File: config.mk
export PLATFORM = sky130hd
export DESIGN_NAME = ipv6_text_address_parser_flat
export DESIGN_NICKNAME = d
export VERILOG_FILES = /design/src/sv/ip6p_pkg.sv /design/src/sv/ip6p_if.sv /design/src/sv/ip6p_step.sv /design/src/sv/ipv6_text_address_parser.sv /design/src/flat_wrapper.sv
export SDC_FILE = /design/constraint.sdc
export NUM_CORES = 1
export LEC_CHECK = 0
export ABC_AREA = 1
export BUFFER_PORTS_ARGS = -buffer_cell sky130_fd_sc_hd__buf_2
export CAP_MARGIN = 10
export CELL_PAD_IN_SITES_DETAIL_PLACEMENT = 2
export CELL_PAD_IN_SITES_GLOBAL_PLACEMENT = 2
export CORE_MARGIN = 8
export CORE_UTILIZATION = 37
export DETAILED_ROUTE_END_ITERATION = 8
export PLACE_DENSITY_LB_ADDON = 0.05
export REMOVE_ABC_BUFFERS = 1
export SKIP_CTS_REPAIR_TIMING = 1
export SLEW_MARGIN = 40
export SYNTH_ARGS = -nofsm -noshare
export SYNTH_HDL_FRONTEND = slang
export SYNTH_SLANG_ARGS = --single-unit
File: constraint.sdc
create_clock -name clk -period 14 [get_ports clk]
set_input_delay 0.7 -clock clk [delete_from_list [all_inputs] [get_ports clk]]
set_output_delay 0.7 -clock clk [all_outputs]
set_load 0.05 [all_outputs]
File: src/sv/ip6p_pkg.sv
// ip6p_pkg: types, constants and per-character parse functions for the ipv6 text parser
// no dependencies
package ip6p_pkg;

  localparam int GROUP_COUNT = 8;
  localparam logic [3:0] GROUP_CNT = 4'(GROUP_COUNT);

  localparam logic [2:0] PH_START   = 3'd0;
  localparam logic [2:0] PH_HEAD    = 3'd1;
  localparam logic [2:0] PH_TAIL    = 3'd2;
  localparam logic [2:0] PH_BRACKET = 3'd3;
  localparam logic [2:0] PH_STOP    = 3'd4;

  localparam logic [7:0] CH_OPEN  = 8'h5b;
  localparam logic [7:0] CH_CLOSE = 8'h5d;
  localparam logic [7:0] CH_COLON = 8'h3a;

  localparam logic [5:0] COUNT_MAX = 6'd63;

  typedef logic [7:0][15:0] group_arr_t;

  typedef struct packed {
    group_arr_t  head_groups;
    group_arr_t  tail_groups;
    logic [3:0]  head_count;
    logic [3:0]  tail_count;
    logic [15:0] accumulator;
    logic        token_open;
    logic [2:0]  phase;
    logic        colon_pending;
    logic [5:0]  char_count;
    logic        overflow_seen;
  } ip6p_state_t;

  localparam ip6p_state_t STATE_RESET = '{
    head_groups: '0, tail_groups: '0, head_count: '0, tail_count: '0,
    accumulator: '0, token_open: 1'b0, phase: PH_START, colon_pending: 1'b0,
    char_count: '0, overflow_seen: 1'b0
  };

  // bit 4 set when the character is a hex digit
  function automatic logic [4:0] hex_digit(logic [7:0] c);
    logic [4:0] d;
    d = '0;
    if (c >= 8'h30 && c <= 8'h39) begin
      d = {1'b1, 4'(c - 8'h30)};
    end else if (c >= 8'h41 && c <= 8'h46) begin
      d = {1'b1, 4'(c - 8'h37)};
    end else if (c >= 8'h61 && c <= 8'h66) begin
      d = {1'b1, 4'(c - 8'h57)};
    end
    return d;
  endfunction

  function automatic logic [5:0] count_sat(logic [5:0] n);
    return (n < COUNT_MAX) ? n + 6'd1 : n;
  endfunction

  function automatic ip6p_state_t close_token(ip6p_state_t s);
    ip6p_state_t n;
    n = s;
    if (s.token_open) begin
      if (s.phase == PH_HEAD) begin
        if (s.head_count < GROUP_CNT) begin
          for (int i = 0; i < GROUP_COUNT; i++) begin
            if (s.head_count == 4'(i)) n.head_groups[i] = s.accumulator;
          end
          n.head_count = s.head_count + 4'd1;
        end else begin
          n.overflow_seen = 1'b1;
        end
      end else begin
        if (s.tail_count < GROUP_CNT) begin
          for (int i = 0; i < GROUP_COUNT; i++) begin
            if (s.tail_count == 4'(i)) n.tail_groups[i] = s.accumulator;
          end
          n.tail_count = s.tail_count + 4'd1;
        end else begin
          n.overflow_seen = 1'b1;
        end
      end
      n.token_open  = 1'b0;
      n.accumulator = '0;
    end
    return n;
  endfunction

  function automatic ip6p_state_t parse_char(ip6p_state_t s, logic [7:0] c);
    ip6p_state_t n;
    logic [4:0]  hd;
    logic        done;
    n    = s;
    done = 1'b0;
    hd   = hex_digit(c);
    if (n.phase == PH_STOP) begin
      done = 1'b1;
    end else if (n.phase == PH_BRACKET) begin
      if (c == CH_CLOSE) n.char_count = count_sat(n.char_count);
      n.phase = PH_STOP;
      done    = 1'b1;
    end
    if (!done && n.phase == PH_START) begin
      n.phase = PH_HEAD;
      if (c == CH_OPEN) begin
        n.char_count = count_sat(n.char_count);
        done         = 1'b1;
      end
    end
    if (!done && n.colon_pending) begin
      n.colon_pending = 1'b0;
      if (c == CH_COLON) begin
        n.char_count = count_sat(n.char_count);
        n.phase      = (n.phase == PH_HEAD) ? PH_TAIL : PH_BRACKET;
        done         = 1'b1;
      end
    end
    if (!done && hd[4]) begin
      n.accumulator = {n.accumulator[11:0], hd[3:0]};
      n.token_open  = 1'b1;
      n.char_count  = count_sat(n.char_count);
      done          = 1'b1;
    end
    if (!done) begin
      n = close_token(n);
      if (c == CH_COLON) begin
        n.char_count    = count_sat(n.char_count);
        n.colon_pending = 1'b1;
      end else begin
        if (c == CH_CLOSE) n.char_count = count_sat(n.char_count);
        n.phase = PH_STOP;
      end
    end
    return n;
  endfunction

endpackage

File: src/sv/ip6p_if.sv
// ip6p_in_if / ip6p_out_if: valid-ready channels for characters and parsed addresses
// no dependencies
interface ip6p_in_if;
  logic       valid;
  logic       ready;
  logic [7:0] char_in;
  logic       last;

  modport source (output valid, char_in, last, input ready);
  modport sink (input valid, char_in, last, output ready);
endinterface

interface ip6p_out_if;
  logic        valid;
  logic        ready;
  logic [15:0] group0;
  logic [15:0] group1;
  logic [15:0] group2;
  logic [15:0] group3;
  logic [15:0] group4;
  logic [15:0] group5;
  logic [15:0] group6;
  logic [15:0] group7;
  logic [5:0]  consumed;
  logic        overflow;

  modport source (output valid, group0, group1, group2, group3, group4, group5, group6,
                  group7, consumed, overflow, input ready);
  modport sink (input valid, group0, group1, group2, group3, group4, group5, group6,
                group7, consumed, overflow, output ready);
endinterface

File: src/sv/ip6p_step.sv
// ip6p_step: one-character parse step and final group assembly
// depends on ip6p_pkg
module ip6p_step import ip6p_pkg::*; (
  input  ip6p_state_t st,
  input  logic [7:0]  char_in,
  output ip6p_state_t st_next,
  output group_arr_t  addr,
  output logic [5:0]  consumed,
  output logic        overflow
);

  ip6p_state_t st_fin;
  logic [3:0]  tail_idx;

  always_comb begin
    st_next = parse_char(st, char_in);
    st_fin  = st_next;
    if (st_next.phase == PH_HEAD || st_next.phase == PH_TAIL) st_fin = close_token(st_next);
  end

  // head groups from the front, tail groups right-aligned, tail wins on overlap
  always_comb begin
    addr     = '0;
    tail_idx = '0;
    for (int i = 0; i < GROUP_COUNT; i++) begin
      if (4'(i) < st_fin.head_count) addr[i] = st_fin.head_groups[i];
      if (4'(i) + st_fin.tail_count >= GROUP_CNT) begin
        tail_idx = 4'(i) + st_fin.tail_count - GROUP_CNT;
        addr[i]  = st_fin.tail_groups[tail_idx[2:0]];
      end
    end
  end

  assign consumed = st_fin.char_count;
  assign overflow = st_fin.overflow_seen;

endmodule

File: src/sv/ipv6_text_address_parser.sv
// ipv6_text_address_parser: ipv6 literal text to eight 16-bit groups
// depends on ip6p_pkg, ip6p_if, ip6p_step
//
//   channel  dir  payload                               item
//   chars    in   char_in[7:0], last                    one character
//   result   out  group0..group7, consumed, overflow    one parsed address
//
// one character accepted per cycle, back to back, through an input register, unless it stalls
// the parse state is updated when a character leaves the input register; a result is loaded
// into the output register at the same edge, so it is valid once its last character has left
// the input register
// a result held in the output register stalls only the character carrying last
// rst is synchronous and returns the parser to the start of a string
module ipv6_text_address_parser import ip6p_pkg::*; (
  input  logic            clk,
  input  logic            rst,
  ip6p_in_if.sink         chars,
  ip6p_out_if.source      result
);

  logic        s_valid;
  logic [7:0]  s_char;
  logic        s_last;
  logic        s_adv;

  ip6p_state_t st;
  ip6p_state_t st_next;
  group_arr_t  addr;
  logic [5:0]  addr_consumed;
  logic        addr_overflow;

  logic        o_valid;
  group_arr_t  o_groups;
  logic [5:0]  o_consumed;
  logic        o_overflow;

  ip6p_step u_step (
    .st       (st),
    .char_in  (s_char),
    .st_next  (st_next),
    .addr     (addr),
    .consumed (addr_consumed),
    .overflow (addr_overflow)
  );

  assign s_adv       = s_valid && (!s_last || !o_valid || result.ready);
  assign chars.ready = !s_valid || s_adv;

  always_ff @(posedge clk) begin
    if (rst) begin
      s_valid <= 1'b0;
    end else if (chars.ready) begin
      s_valid <= chars.valid;
    end
    if (chars.ready && chars.valid) begin
      s_char <= chars.char_in;
      s_last <= chars.last;
    end
  end

  always_ff @(posedge clk) begin
    if (rst) begin
      st <= STATE_RESET;
    end else if (s_adv) begin
      st <= s_last ? STATE_RESET : st_next;
    end
  end

  always_ff @(posedge clk) begin
    if (rst) begin
      o_valid <= 1'b0;
    end else if (s_adv && s_last) begin
      o_valid <= 1'b1;
    end else if (result.ready) begin
      o_valid <= 1'b0;
    end
    if (s_adv && s_last) begin
      o_groups   <= addr;
      o_consumed <= addr_consumed;
      o_overflow <= addr_overflow;
    end
  end

  assign result.valid    = o_valid;
  assign result.group0   = o_groups[0];
  assign result.group1   = o_groups[1];
  assign result.group2   = o_groups[2];
  assign result.group3   = o_groups[3];
  assign result.group4   = o_groups[4];
  assign result.group5   = o_groups[5];
  assign result.group6   = o_groups[6];
  assign result.group7   = o_groups[7];
  assign result.consumed = o_consumed;
  assign result.overflow = o_overflow;

  a_counts_bounded: assert property (@(posedge clk) disable iff (rst)
    st.head_count <= GROUP_CNT && st.tail_count <= GROUP_CNT)
    else $error("group count beyond address width");

  a_result_held: assert property (@(posedge clk) disable iff (rst)
    o_valid && !result.ready |=> o_valid && $stable(o_groups) && $stable(o_consumed))
    else $error("stalled result lost or changed");

  a_restart: assert property (@(posedge clk) disable iff (rst)
    s_adv && s_last |=> st.phase == PH_START && st.char_count == 6'd0 && !st.token_open)
    else $error("parser not back at start after a result");

  a_colon_phase: assert property (@(posedge clk) disable iff (rst)
    st.colon_pending |-> st.phase == PH_HEAD || st.phase == PH_TAIL)
    else $error("pending colon outside a group phase");

  a_stall_last_only: assert property (@(posedge clk) disable iff (rst)
    s_valid && !s_adv |-> s_last && o_valid)
    else $error("input register stalled without a held result");

endmodule
File: src/flat_wrapper.sv
// flat-port wrapper written by rule: the top's interface ports become plain ports
module ipv6_text_address_parser_flat import ip6p_pkg::*;
  (clk, rst, chars_valid, chars_char_in, chars_last, chars_ready, result_valid, result_group0, result_group1, result_group2, result_group3, result_group4, result_group5, result_group6, result_group7, result_consumed, result_overflow, result_ready);
  ip6p_in_if chars_i ();
  ip6p_out_if result_i ();
  input  logic clk;
  input  logic rst;
  input wire logic [$bits(chars_i.valid)-1:0] chars_valid;
  input wire logic [$bits(chars_i.char_in)-1:0] chars_char_in;
  input wire logic [$bits(chars_i.last)-1:0] chars_last;
  output wire logic [$bits(chars_i.ready)-1:0] chars_ready;
  output wire logic [$bits(result_i.valid)-1:0] result_valid;
  output wire logic [$bits(result_i.group0)-1:0] result_group0;
  output wire logic [$bits(result_i.group1)-1:0] result_group1;
  output wire logic [$bits(result_i.group2)-1:0] result_group2;
  output wire logic [$bits(result_i.group3)-1:0] result_group3;
  output wire logic [$bits(result_i.group4)-1:0] result_group4;
  output wire logic [$bits(result_i.group5)-1:0] result_group5;
  output wire logic [$bits(result_i.group6)-1:0] result_group6;
  output wire logic [$bits(result_i.group7)-1:0] result_group7;
  output wire logic [$bits(result_i.consumed)-1:0] result_consumed;
  output wire logic [$bits(result_i.overflow)-1:0] result_overflow;
  input wire logic [$bits(result_i.ready)-1:0] result_ready;
  assign chars_i.valid = chars_valid;
  assign chars_i.char_in = chars_char_in;
  assign chars_i.last = chars_last;
  assign chars_ready = chars_i.ready;
  assign result_valid = result_i.valid;
  assign result_group0 = result_i.group0;
  assign result_group1 = result_i.group1;
  assign result_group2 = result_i.group2;
  assign result_group3 = result_i.group3;
  assign result_group4 = result_i.group4;
  assign result_group5 = result_i.group5;
  assign result_group6 = result_i.group6;
  assign result_group7 = result_i.group7;
  assign result_consumed = result_i.consumed;
  assign result_overflow = result_i.overflow;
  assign result_i.ready = result_ready;
  ipv6_text_address_parser u_core (.clk(clk), .rst(rst), .chars(chars_i), .result(result_i));
endmodule
==> impl_metrics.yaml <==
finish:
  fin_area_um2: 31500
  largest-register: "u_core.st"
  seq_area_um2: 10200
  areaGrowthSynthToFinish_pct: 12.4
  multi_input_area_um2: 15900
  largest_reg_flops: 292
  drive_gt1_share_pct: 12.5
  fillers: 9187
  nets: 4320
global_route:
  grt_max_degree: 170
  grtUsageTotal_pct: 34.2
  grt_pass1_wl_mm: 220
  grt_pass1_vias: 32200
  antenna_found_initial: 11
  grt.overflow.total: 0
floorplan:
  die_area_um2: 84700
  start_util_pct: 37.1
  core-area_um2: 75400
  io_pins: 150
  die_width_um: 291
  die_h_um: 291
  rows: 101
timing:
  setup_slack_ns: 6.78
  finalCritPeriodShare_pct: 51.6
  whs_ns: 0.253
  fmax_mhz: 139
  worst_slew_pin_slew_ns: 0.983
  finalCriticalPeriod_ns: 7.22
  final_max_slew_viol_count: 0
  final-hold-violation-count: 0
  setup_viol: 0
  rsz0062_at_grt: "no"
  fin_skew_ns: 0.0208
  slew_headroom_pct: 33.8
synth:
  synth_cell_types: 54
  synth_top_cell_area_share_pct: 21.0
  synth.most_common_cell: "nand2_1"
  synth-seq-cells: 438
  synth_edf_count: 144
  ys_async_sr_fraction_pct: 0
  post_synth.cell_area_avg_um2: 6.55
  synth_top_cells_by_count: "nand2_1, o21ai_0, dfxtp_1"
  syn_area_um2: 28000
  synth-main-ff-cell: "dfxtp_1"
  synth_top_area_cell: "dfxtp_1"
  ys_top_cells_by_area: "dfxtp_1, nand2_1, edfxtp_1, o21ai_0, a21oi_1"
  ys_warn_count: 0
  synth_seq_area_share_pct: 36.5
  syn_inst: 4276
run_status:
  status: "finished, final reports clean"
place:
  post-place-ws_ns: 7.03
  gp_congestion: 0.965
  hpwlAfterDp_mm: 106
  io_buffers: 149
  dpl_cell_area_um2: 29600
clock_network:
  numCtsBuffers: 54
  cts_tree: "done"
  clk_pin_slew_worst_paths_ns: 0.06
  clk_path_buf_depth: 3
  cts_max_level: 2
  clock_sinks: 438
  root_buffer: "clkbuf_16"
  insertion_delay_ns: 0.63
worst_setup_path:
  startpoint_type: "flip-flop"
  cp_max_fo: 75
  cpMostUsedCell: "inv_2"
  arrival_ns: 7.58
  worstSetupPathType: "reg -> reg"
  crit_buf_inv: 9
  cp-end-kind: "flip-flop"
  cpPeakStageDelay_ns: 0.63
  crit_family: "buffers and inverters"
  reg2reg_slack_ns: 6.78
  worst_ep_required_time_ns: 14.36
  critical-path-slowest-cell: "buf_4"
route:
  wire_per_inst_um: 28.6
  drt_iter0_drc: 2748
  firstDrtPassIters: 5
  drtAntennaViolNets: 0
  drc: 0
  wl_mm: 151
  via_count: 32000
  vias_per_cell: 6.05
power:
  p_total_mw: 3.10
  ir_drop_mv: 0.0873
  leakagePower_nw: 11.6
  pwr_density_cell_nw_per_um2: 98.5
worst_hold_path:
  min_path_type: "in -> reg"
flow_run:
  drv_cap: 0
final timing paths:
| check | startpoint | end | cells after the start |
|---|---|---|---|
| worst min register to register | u_core.st[201]$_SDFFE_PP0P_ | u_core.st[201]$_SDFFE_PP0P_ | 2 |
| worst max register to register | u_core.s_char[1]$_DFFE_PP_ | u_core.result.group1[7]$_DFFE_PP_ | 26 |
| worst min-delay path | chars_last | u_core.s_last$_DFFE_PP_ | 1 |
| worst max-delay path | u_core.s_char[1]$_DFFE_PP_ | u_core.result.group1[7]$_DFFE_PP_ | 26 |
power by group:
group	internal (mW)	total [mW]	switching, mW	leakage [nW]
Clock	0.868	1.48	0.617	0.898
Sequential	1.32	1.33	0.00727	3.81
Combinational	0.0429	0.288	0.245	6.84
placed cells by master (no fill, tap or decap), types with 9 or more instances in the layout:
cell          n
clkbuf_1     12
buf_4        72
o21ai_1     214
nor2_1      160
nor2_4        9
a21oi_1     288
or2_2       117
nor2_2       17
o2111ai_1    22
nand3_2       9
nand3_1     189
buf_2       148
nand2_1    1490
dfxtp_1     294
o21ai_2      11
clkbuf_16    56
clkinv_2     11
o211ai_1     82
ha_1         34
o22ai_1      68
o21ai_0     501
edfxtp_1    144
clkbuf_8      9
nand4_1       9
inv_1       201
a2bb2oi_1    10
inv_2        26
cells by family (layout without fill, tap and decap cells):
| family | after synthesis | after routing | synth area share, % |
|---|---|---|---|
| buffers and inverters | 525 | 564 | 7.37 |
| DFF | 438 | 438 | 36.5 |
| xor gates and xnor gates | 11 | 11 | 0.572 |
| other | 0 | 2 | 0 |
| adders and majority gates | 35 | 35 | 1.56 |
| AOI/OAI and AO/OA | 1234 | 1234 | 23.9 |
| and+or+nand+nor | 2033 | 2033 | 30.1 |
layer usage:
layer | routed length (um) | share of wire, % | GRT usage [%]
met4 | 8060 | 5.3 | 16.0
met2 | 67800 | 45 | 54.5
met5 | 23 | 0.015 | 0
met3 | 11400 | 7.5 | 5.39
met1 | 64100 | 42 | 45.1
cell type report:
class | instances | share of cell area [%]
Multi-Input combinational cell | 3313 | 50.6
Timing Repair Buffer | 228 | 4.46
Clock buffer | 77 | 4.99
Inverter | 237 | 2.88
Antenna cell | 2 | 0.0159
Sequential cell | 438 | 32.4
Clock inverter | 22 | 0.767
Tap cell | 978 | 3.89
worst reg2reg max path, stage by stage, from the launching register on:
cell	delay [ns]
edfxtp_1	0.44
inv_1	0.13
ha_1	0.21
inv_1	0.05
and3_1	0.15
o31ai_1	0.60
nand2_2	0.48
inv_2	0.52
nor2_1	0.16
nor2_2	0.33
nand2_4	0.24
inv_2	0.33
nand3_2	0.22
inv_2	0.18
nand2_1	0.11
o21ai_4	0.10
buf_4	0.63
ha_1	0.28
inv_1	0.08
xor2_2	0.17
nor2_1	0.08
a21oi_1	0.17
buf_4	0.31
or2_1	0.50
inv_2	0.24
nand2_1	0.16
o21ai_1	0.10
metrics by stage:
| step | cells | TNS, ns | util (%) |
|---|---|---|---|
| detailed placement | 5193 | 0 | 39.3 |
| floorplan | 3988 | -210.46 | - |
| finish | 5295 | 0 | 41.7 |
| CTS | 5292 | 0 | 41.7 |
| global route | 5293 | 0 | 41.7 |
| global placement | 5192 | 0 | 39.1 |
(Power assumes the default switching activity.)
